### src/rtl/uart_fifo_xon_xoff_flow_control_core_macros.svh
// assertion macros for the uart fifo flow control core
`ifndef UART_FIFO_XON_XOFF_FLOW_CONTROL_CORE_MACROS_SVH
`define UART_FIFO_XON_XOFF_FLOW_CONTROL_CORE_MACROS_SVH

`ifndef SYNTHESIS
// checked on clk, off while arst_n is low
`define UFFC_ASSERT(lbl, prop, msg) \
	lbl: assert property (@(posedge clk) disable iff (!arst_n) prop) else $error(msg);
// checked on clk, also during reset
`define UFFC_ASSERT_ALWAYS(lbl, prop, msg) \
	lbl: assert property (@(posedge clk) prop) else $error(msg);
`else
`define UFFC_ASSERT(lbl, prop, msg)
`define UFFC_ASSERT_ALWAYS(lbl, prop, msg)
`endif

`endif

### src/rtl/uffc_pkg.sv
// types and constants of the uart fifo flow control core
package uffc_pkg;

	localparam int THR_W = 9;
	localparam logic [THR_W-1:0] THR_RESET = 9'd32;

	localparam logic [7:0] XOFF_CHAR = 8'h13;
	localparam logic [7:0] XON_CHAR  = 8'h11;

	typedef enum logic [1:0] {
		MODE_HOST_WRITE = 2'd0,
		MODE_LINE_RECV  = 2'd1,
		MODE_LINE_READY = 2'd2,
		MODE_HOST_READ  = 2'd3
	} mode_t;

	// source of the byte sent on the line
	typedef enum logic [1:0] {
		LS_NONE = 2'd0,
		LS_XOFF = 2'd1,
		LS_XON  = 2'd2,
		LS_DATA = 2'd3
	} line_sel_t;

	typedef struct packed {
		mode_t      mode;
		logic [7:0] data_byte;
	} req_t;

	typedef struct packed {
		logic [7:0] line_byte;
		logic       line_valid;
		logic [7:0] read_byte;
		logic       read_valid;
		logic       refused;
		logic [7:0] rx_level;
		logic       tx_busy;
		logic       remote_on;
	} res_t;

endpackage

### src/rtl/uffc_ram.sv
// generic single-clock ram, one write port and one registered read port
module uffc_ram #(
	parameter int WIDTH = 8,
	parameter int DEPTH = 32
) (
	input  logic                     clk,
	input  logic                     we,
	input  logic [$clog2(DEPTH)-1:0] waddr,
	input  logic [WIDTH-1:0]         wdata,
	input  logic                     re,
	input  logic [$clog2(DEPTH)-1:0] raddr,
	output logic [WIDTH-1:0]         rdata
);

	logic [WIDTH-1:0] mem [DEPTH];

	always_ff @(posedge clk) begin
		if (we) begin
			mem[waddr] <= wdata;
		end
		if (re) begin
			rdata <= mem[raddr];
		end
	end

endmodule

### src/rtl/uart_fifo_xon_xoff_flow_control_core.sv
// uart receive/transmit ring fifos with xon/xoff flow control
//
//  channel   ports                       handshake
//  request   start, busy, req            taken when start=1 and busy=0
//  result    done, res                   registered, in the cycle after the request, one cycle wide
//  config    cfg_we, cfg_wdata           threshold written when cfg_we=1
//
// one request per cycle; busy stays low
// the result comes in the cycle after its request, set by the registered ram read port
// pointers, counts and flags update at the request edge, so back-to-back requests
// see each other's writes through the ram without forwarding
// reset clears pointers, count, xoff pending and remote, and sets xon pending; ram contents are not cleared
// the result cannot be held off by the receiver
`include "uart_fifo_xon_xoff_flow_control_core_macros.svh"

module uart_fifo_xon_xoff_flow_control_core #(
	parameter int RX_DEPTH = 256,
	parameter int TX_DEPTH = 32
) (
	input  logic                       clk,
	input  logic                       arst_n,
	input  logic                       start,
	output logic                       busy,
	input  uffc_pkg::req_t             req,
	output logic                       done,
	output uffc_pkg::res_t             res,
	input  logic                       cfg_we,
	input  logic [uffc_pkg::THR_W-1:0] cfg_wdata
);

	import uffc_pkg::*;

	localparam int RX_AW = $clog2(RX_DEPTH);
	localparam int TX_AW = $clog2(TX_DEPTH);
	localparam int OW    = $clog2(RX_DEPTH + 1);
	localparam int CMPW  = (OW > THR_W) ? OW : THR_W;

	function automatic logic [RX_AW-1:0] rx_adv(input logic [RX_AW-1:0] p);
		rx_adv = (p == RX_AW'(RX_DEPTH - 1)) ? '0 : p + 1'b1;
	endfunction

	function automatic logic [TX_AW-1:0] tx_adv(input logic [TX_AW-1:0] p);
		tx_adv = (p == TX_AW'(TX_DEPTH - 1)) ? '0 : p + 1'b1;
	endfunction

	logic [RX_AW-1:0] rx_head_q, rx_tail_q, rx_count_q;
	logic [TX_AW-1:0] tx_head_q, tx_tail_q;
	logic             xoff_pend_q, xon_pend_q, remote_q;
	logic [THR_W-1:0] thr_q;

	logic [RX_AW-1:0] rx_head_n, rx_tail_n, rx_count_n;
	logic [TX_AW-1:0] tx_head_n, tx_tail_n;
	logic             xoff_pend_n, xon_pend_n, remote_n;

	logic             accept;
	logic             rx_we, rx_re, tx_we, tx_re;
	logic [7:0]       rx_rdata, tx_rdata;
	line_sel_t        line_sel;
	logic             rd_valid, refused;
	logic [RX_AW-1:0] cnt_inc, cnt_dec;
	logic [OW-1:0]    open_inc, open_dec;

	logic             valid_s1;
	line_sel_t        line_sel_s1;
	logic             rd_valid_s1, refused_s1;

	assign busy   = 1'b0;
	assign accept = start && !busy;

	assign cnt_inc  = rx_count_q + 1'b1;
	assign cnt_dec  = rx_count_q - 1'b1;
	assign open_inc = OW'(RX_DEPTH) - OW'(cnt_inc);
	assign open_dec = OW'(RX_DEPTH) - OW'(cnt_dec);

	always_comb begin
		rx_head_n   = rx_head_q;
		rx_tail_n   = rx_tail_q;
		rx_count_n  = rx_count_q;
		tx_head_n   = tx_head_q;
		tx_tail_n   = tx_tail_q;
		xoff_pend_n = xoff_pend_q;
		xon_pend_n  = xon_pend_q;
		remote_n    = remote_q;
		rx_we       = 1'b0;
		rx_re       = 1'b0;
		tx_we       = 1'b0;
		tx_re       = 1'b0;
		line_sel    = LS_NONE;
		rd_valid    = 1'b0;
		refused     = 1'b0;
		if (accept) begin
			case (req.mode)
				MODE_HOST_WRITE: begin
					if (tx_adv(tx_head_q) == tx_tail_q) begin
						refused = 1'b1;
					end else begin
						tx_we     = 1'b1;
						tx_head_n = tx_adv(tx_head_q);
					end
				end
				MODE_LINE_RECV: begin
					if (rx_adv(rx_head_q) == rx_tail_q) begin
						refused = 1'b1;
					end else begin
						rx_we      = 1'b1;
						rx_head_n  = rx_adv(rx_head_q);
						rx_count_n = cnt_inc;
						if (remote_q && (CMPW'(open_inc) <= CMPW'(thr_q))) begin
							xoff_pend_n = 1'b1;
						end
					end
				end
				MODE_LINE_READY: begin
					if (xoff_pend_q) begin
						line_sel    = LS_XOFF;
						xoff_pend_n = 1'b0;
						remote_n    = 1'b0;
					end else if (xon_pend_q) begin
						line_sel   = LS_XON;
						xon_pend_n = 1'b0;
						remote_n   = 1'b1;
					end else if (tx_head_q != tx_tail_q) begin
						line_sel  = LS_DATA;
						tx_re     = 1'b1;
						tx_tail_n = tx_adv(tx_tail_q);
					end
				end
				MODE_HOST_READ: begin
					if (rx_head_q != rx_tail_q) begin
						rd_valid   = 1'b1;
						rx_re      = 1'b1;
						rx_tail_n  = rx_adv(rx_tail_q);
						rx_count_n = cnt_dec;
						if (!remote_q && (CMPW'(open_dec) > CMPW'(thr_q))) begin
							xon_pend_n = 1'b1;
						end
					end
				end
				default: begin
					refused = 1'b0;
				end
			endcase
		end
	end

	uffc_ram #(.WIDTH(8), .DEPTH(RX_DEPTH)) u_rx_ram (
		.clk   (clk),
		.we    (rx_we),
		.waddr (rx_head_q),
		.wdata (req.data_byte),
		.re    (rx_re),
		.raddr (rx_tail_q),
		.rdata (rx_rdata)
	);

	uffc_ram #(.WIDTH(8), .DEPTH(TX_DEPTH)) u_tx_ram (
		.clk   (clk),
		.we    (tx_we),
		.waddr (tx_head_q),
		.wdata (req.data_byte),
		.re    (tx_re),
		.raddr (tx_tail_q),
		.rdata (tx_rdata)
	);

	always_ff @(posedge clk or negedge arst_n) begin
		if (!arst_n) begin
			rx_head_q   <= '0;
			rx_tail_q   <= '0;
			rx_count_q  <= '0;
			tx_head_q   <= '0;
			tx_tail_q   <= '0;
			xoff_pend_q <= 1'b0;
			xon_pend_q  <= 1'b1;
			remote_q    <= 1'b0;
			thr_q       <= THR_RESET;
			valid_s1    <= 1'b0;
		end else begin
			rx_head_q   <= rx_head_n;
			rx_tail_q   <= rx_tail_n;
			rx_count_q  <= rx_count_n;
			tx_head_q   <= tx_head_n;
			tx_tail_q   <= tx_tail_n;
			xoff_pend_q <= xoff_pend_n;
			xon_pend_q  <= xon_pend_n;
			remote_q    <= remote_n;
			valid_s1    <= accept;
			if (cfg_we) begin
				thr_q <= cfg_wdata;
			end
		end
	end

	always_ff @(posedge clk) begin
		line_sel_s1 <= line_sel;
		rd_valid_s1 <= rd_valid;
		refused_s1  <= refused;
	end

	// state registers already hold the after-request values while done is high
	always_comb begin
		res = '0;
		case (line_sel_s1)
			LS_XOFF: res.line_byte = XOFF_CHAR;
			LS_XON:  res.line_byte = XON_CHAR;
			LS_DATA: res.line_byte = tx_rdata;
			default: res.line_byte = 8'd0;
		endcase
		res.line_valid = (line_sel_s1 != LS_NONE);
		res.read_byte  = rd_valid_s1 ? rx_rdata : 8'd0;
		res.read_valid = rd_valid_s1;
		res.refused    = refused_s1;
		res.rx_level   = 8'(rx_count_q);
		res.tx_busy    = xoff_pend_q || xon_pend_q || (tx_head_q != tx_tail_q);
		res.remote_on  = remote_q;
	end

	assign done = valid_s1;

	`UFFC_ASSERT(a_done_follows, (start && !busy) |=> done, "request without result")
	`UFFC_ASSERT(a_no_spurious_done, !(start && !busy) |=> !done, "result without request")
	`UFFC_ASSERT_ALWAYS(a_xoff_needs_remote, xoff_pend_q |-> remote_q, "xoff pending while remote off")
	`UFFC_ASSERT(a_remote_on_by_xon, $rose(remote_q) |-> (done && res.line_valid && (res.line_byte == XON_CHAR)), "remote on without xon sent")
	`UFFC_ASSERT(a_rx_count_ptrs, (rx_head_q >= rx_tail_q) ? (32'(rx_count_q) == 32'(rx_head_q) - 32'(rx_tail_q)) : (32'(rx_count_q) == RX_DEPTH + 32'(rx_head_q) - 32'(rx_tail_q)), "rx count out of step with pointers")

endmodule
### config.mk
export PLATFORM = sky130hd
export DESIGN_NAME = uart_fifo_xon_xoff_flow_control_core
export DESIGN_NICKNAME = d
export VERILOG_FILES = /design/src/rtl/uffc_pkg.sv /design/src/rtl/uffc_ram.sv /design/src/rtl/uart_fifo_xon_xoff_flow_control_core.sv
export VERILOG_INCLUDE_DIRS = /design/src /design/src/rtl
export SDC_FILE = /design/constraint.sdc
export NUM_CORES = 2
export LEC_CHECK = 0
export BUFFER_PORTS_ARGS = -buffer_cell sky130_fd_sc_hd__buf_2
export CORE_MARGIN = 3
export CORE_UTILIZATION = 45
export CTS_CLUSTER_SIZE = 8
export DETAILED_ROUTE_END_ITERATION = 6
export PLACE_DENSITY = 0.63
export SKIP_CTS_REPAIR_TIMING = 1
export SKIP_LAST_GASP = 1
export SYNTH_ARGS = -nofsm -noshare
export SYNTH_HDL_FRONTEND = slang
export SYNTH_HIERARCHICAL = 1
export SYNTH_SLANG_ARGS = --single-unit
### constraint.sdc
create_clock -name clk -period 5.4 [get_ports clk]
set_input_delay 1.35 -clock clk [delete_from_list [all_inputs] [get_ports clk]]
set_output_delay 1.35 -clock clk [all_outputs]
set_load 0.02 [all_outputs]
==> reports/summary.txt <==
Outcome - complete, no violations
Die Footprint - 214000 um2
Yosys reg bits - 2371
Top Layer Used - met4
Post-DP HPWL - 144 mm
CTS root buf - clkbuf_16
DRT Pass-1 Iters - 7
RR Endpoint - u_rx_ram/mem[190][2]
Clock Path Buffers - 4
Setup TNS - 0 ps
Number of buffers created by CTS - 346
Sw frac - 28.3%
Post-layout nets - 4968
CTS tree - built
Starting Density - 45.5%
Mux contribution to synthesized area - 14.5%
Antenna-violating nets left - 0
Unique cell type count in the Yosys netlist - 91
Sequential power share - 40.4%
Placed Instances - 7342
DRC - 0
Post-synth EDFFs - 2320
Static leakage - 33.5 nW
Final Instance Count excl. Fillers - 7769
CTS clk-pin slew, worst paths - 50 ps
Data arrival, critical path - 5160 ps
Layout fillers - 16000
Avg Inst Size Synth - 20.3 um2
CTS sink cnt - 2371
Largest net degree at the start of global routing - 177
PortBufs - 52
Clock Latency Late Sink - 920 ps
CP Capture Type - flop
Synth Flop Type - edfxtp_1
CP Max Fanout - 20
Hold Vio Cnt, Final - 0
Post-Syn Nets - 4679
Slew Limit Fails - 0
Vias in the first global route - 48300
Maxcap violations - 0
Crit path buffers/inverters - 2
Crit share post-route - 85.8%
Area Growth Syn to Fin - 13.7%
Clock network power share - 35.6%
DR WL met3 - 19.2 mm
Met2 wire len - 111 mm
Drt wl/cell - 30.2 um
First-pass GRT wire length - 343 mm
PwrDens - 489 nW/um2
Slew HR - 25.7%
GP Congestion - 0.888
Setup violators final - 0
Nature of the critical path startpoint - flop
M1 wire length - 97.2 mm
Share of layout cells above drive strength 1 - 23.6%
R2R cell count - 11
I/O pins - 54
Rows - 166
R2R setup slack - 770 ps
Critical Path RT - 5930 ps
Largest family of logic cells by synthesized area - multiplexers
Asr flop ratio synth - 1.98%
Area share of xor/xnor cells in the synthesized design - 0.576%
Pint - 0.0374 W
FF-to-FF Start - rx_head_q[1]
Total grt overflow - 0
Core Area - 206000 um2
Max Fclk - 216 MHz
Comb power frac - 24.1%
Simple-Gate Fraction of Synth Area - 3.48%
Worst Setup Path Type - reg -> reg
Die width - 463 um
Critical Path Slowest Stage Cell - dfrtp_1
DRT iter0 DRCs - 5838
Compound-Gate Fraction of Synth Area - 3.56%
Largest stage delay, worst path - 730 ps
Via count - 47700
Hold Path Class - in -> async
Vias per cell - 6.14
Tot GR Track Use - 21.8%
Adder-cell area share of the yosys netlist - 0.360%
Synth Warn # - 6
H-tree level count - 5
Die height - 463 um
WL final - 234 mm
CP top delay family - simple AND/OR/NAND/NOR gates
Initial antenna violation count - 3
Switch Pwr - 0.0148 W
Final clock skew - 45.6 ps
RSZ-0062 raised after global routing - no
Final worst path period need - 4630 ps
Critical-path cell list - ha_1 > nand3_1 > o21ai_0 > a221oi_1 > nand4_1 > nor2_2 > nor2_2 > buf_4 > nand4_1 > buf_4 > nor2_1
VDD IR max - 0.000263 V
Post-synthesis cell area - 93800 um2
Sequential-to-total area share from yosys stat - 75.6%
Worst-margin pin slew - 1110 ps
Post-synthesis instance total - 4629
routing by layer:
layer	GRT usage, %	vias to the layer above
met5	0	-
met4	7.11	0
met3	4.47	360
met2	33.6	2256
met1	31.4	25500
li1	-	19600
kinds of logic after synthesis:
family / after synthesis
flip-flops: 2371
AND/OR/NAND/NOR: 698
multiplexers: 687
AO/OA/AOI/OAI: 477
buffers and inverters: 308
XOR/XNOR: 60
adder cells (fa/ha/maj): 27
other: 1
Yosys cell counts (8+ instances only):
| cell type | number | area share, % |
|---|---|---|
| a211oi_1 | 16 | 0.13 |
| a21oi_1 | 114 | 0.61 |
| a221oi_1 | 14 | 0.13 |
| a22o_1 | 9 | 0.084 |
| a22oi_1 | 133 | 1.1 |
| and2_1 | 16 | 0.11 |
| and3_1 | 13 | 0.087 |
| buf_1 | 29 | 0.12 |
| buf_12 | 8 | 0.17 |
| buf_2 | 37 | 0.20 |
| buf_4 | 41 | 0.33 |
| buf_6 | 24 | 0.29 |
| buf_8 | 13 | 0.21 |
| clkbuf_1 | 130 | 0.52 |
| dfrtp_1 | 45 | 1.2 |
| edfxtp_1 | 2320 | 74 |
| ha_1 | 27 | 0.36 |
| inv_1 | 23 | 0.092 |
| mux2_2 | 15 | 0.18 |
| mux2i_1 | 136 | 1.5 |
| mux4_2 | 534 | 13 |
| nand2_1 | 82 | 0.33 |
| nand2b_1 | 18 | 0.12 |
| nand3_1 | 49 | 0.26 |
| nand3b_1 | 10 | 0.080 |
| nand4_1 | 19 | 0.13 |
| nor2_1 | 362 | 1.4 |
| nor2b_1 | 34 | 0.23 |
| nor3_1 | 33 | 0.18 |
| nor4_1 | 26 | 0.17 |
| o211ai_1 | 11 | 0.088 |
| o21ai_0 | 41 | 0.22 |
| o221ai_1 | 46 | 0.43 |
| o22ai_1 | 30 | 0.20 |
| xnor2_1 | 25 | 0.23 |
| xor2_1 | 34 | 0.32 |
sequential cells by signal (all words and copies together) (netlist names):
signal,cells
done,1
line_sel_s1,2
rd_valid_s1,1
refused_s1,1
remote_q,1
rx_count_q,8
rx_head_q,8
rx_tail_q,8
thr_q,9
tx_head_q,5
tx_tail_q,5
u_rx_ram/mem,2048
u_rx_ram/rdata,8
u_tx_ram/mem,256
u_tx_ram/rdata,8
xoff_pend_q,1
xon_pend_q,1
cell type report:
cell class | instances | area [um2] | area share [%]
sequential | 2371 | 70900 | 66.5
multi-input combinational | 1950 | 21200 | 19.8
clock buffer | 407 | 8990 | 8.43
tap | 2772 | 3470 | 3.25
timing repair buffer | 225 | 1980 | 1.85
clock inverter | 10 | 92.6 | 0.0867
inverter | 24 | 90.1 | 0.0844
antenna | 10 | 25.0 | 0.0234
worst max-delay path by stage:
stage / start / end / slack (ps) / cells after the start
after CTS: rx_head_q[1] / u_rx_ram/mem[190][4] / 900 / 11
after detailed placement: rx_head_q[1] / u_rx_ram/mem[235][6] / 930 / 11
after floorplan: req[8] / u_rx_ram/mem[234][0] / 1860 / 8
final: rx_head_q[1] / u_rx_ram/mem[190][2] / 770 / 11
after global routing: rx_head_q[1] / u_rx_ram/mem[251][1] / 500 / 11
after global placement: rx_tail_q[0] / u_rx_ram/rdata[1] / 800 / 7
cell usage in the layout (no fill, tap or decap), types with 23 or more instances in the layout:
cell type and instances:
mux4_2 534, nand2_1 82, mux2i_1 136, buf_4 146, a21oi_1 114, nor2b_1 31, buf_2 44, ha_1 27
nor3_1 33, nor2_1 358, buf_12 27, xor2_1 34, clkbuf_1 56, nor4_1 24, edfxtp_1 2320, xnor2_1 25
inv_1 23, o221ai_1 46, nand3_1 49, a22oi_1 133, o22ai_1 30, o21ai_0 41, clkbuf_16 351, dfrtp_1 38
power groups by stage:
| stage | clock, W | sequential, W | combinational, W |
|---|---|---|---|
| floorplan | 0 | 0.0210 | 0.00917 |
| global placement | 0 | 0.0214 | 0.0125 |
| detailed placement | 0 | 0.0214 | 0.0126 |
| CTS | 0.0189 | 0.0211 | 0.0126 |
| global route | 0.0197 | 0.0211 | 0.0133 |
| finish | 0.0186 | 0.0211 | 0.0126 |
per-stage QoR:
stage / setup WS, ps / util [%] / hold WS, ps / power, W / area, um2
after floorplan: 1860 / - / 477 / 0.0301 / 93800
after global placement: 801 / 47.4 / 545 / 0.0338 / 97600
after detailed placement: 932 / 47.4 / 537 / 0.0339 / 97600
after CTS: 895 / 51.8 / 519 / 0.0526 / 107000
after global routing: 498 / 51.8 / 563 / 0.0541 / 107000
final: 765 / 51.8 / 552 / 0.0522 / 107000
Note: power is estimated with default switching activity, not from simulation.
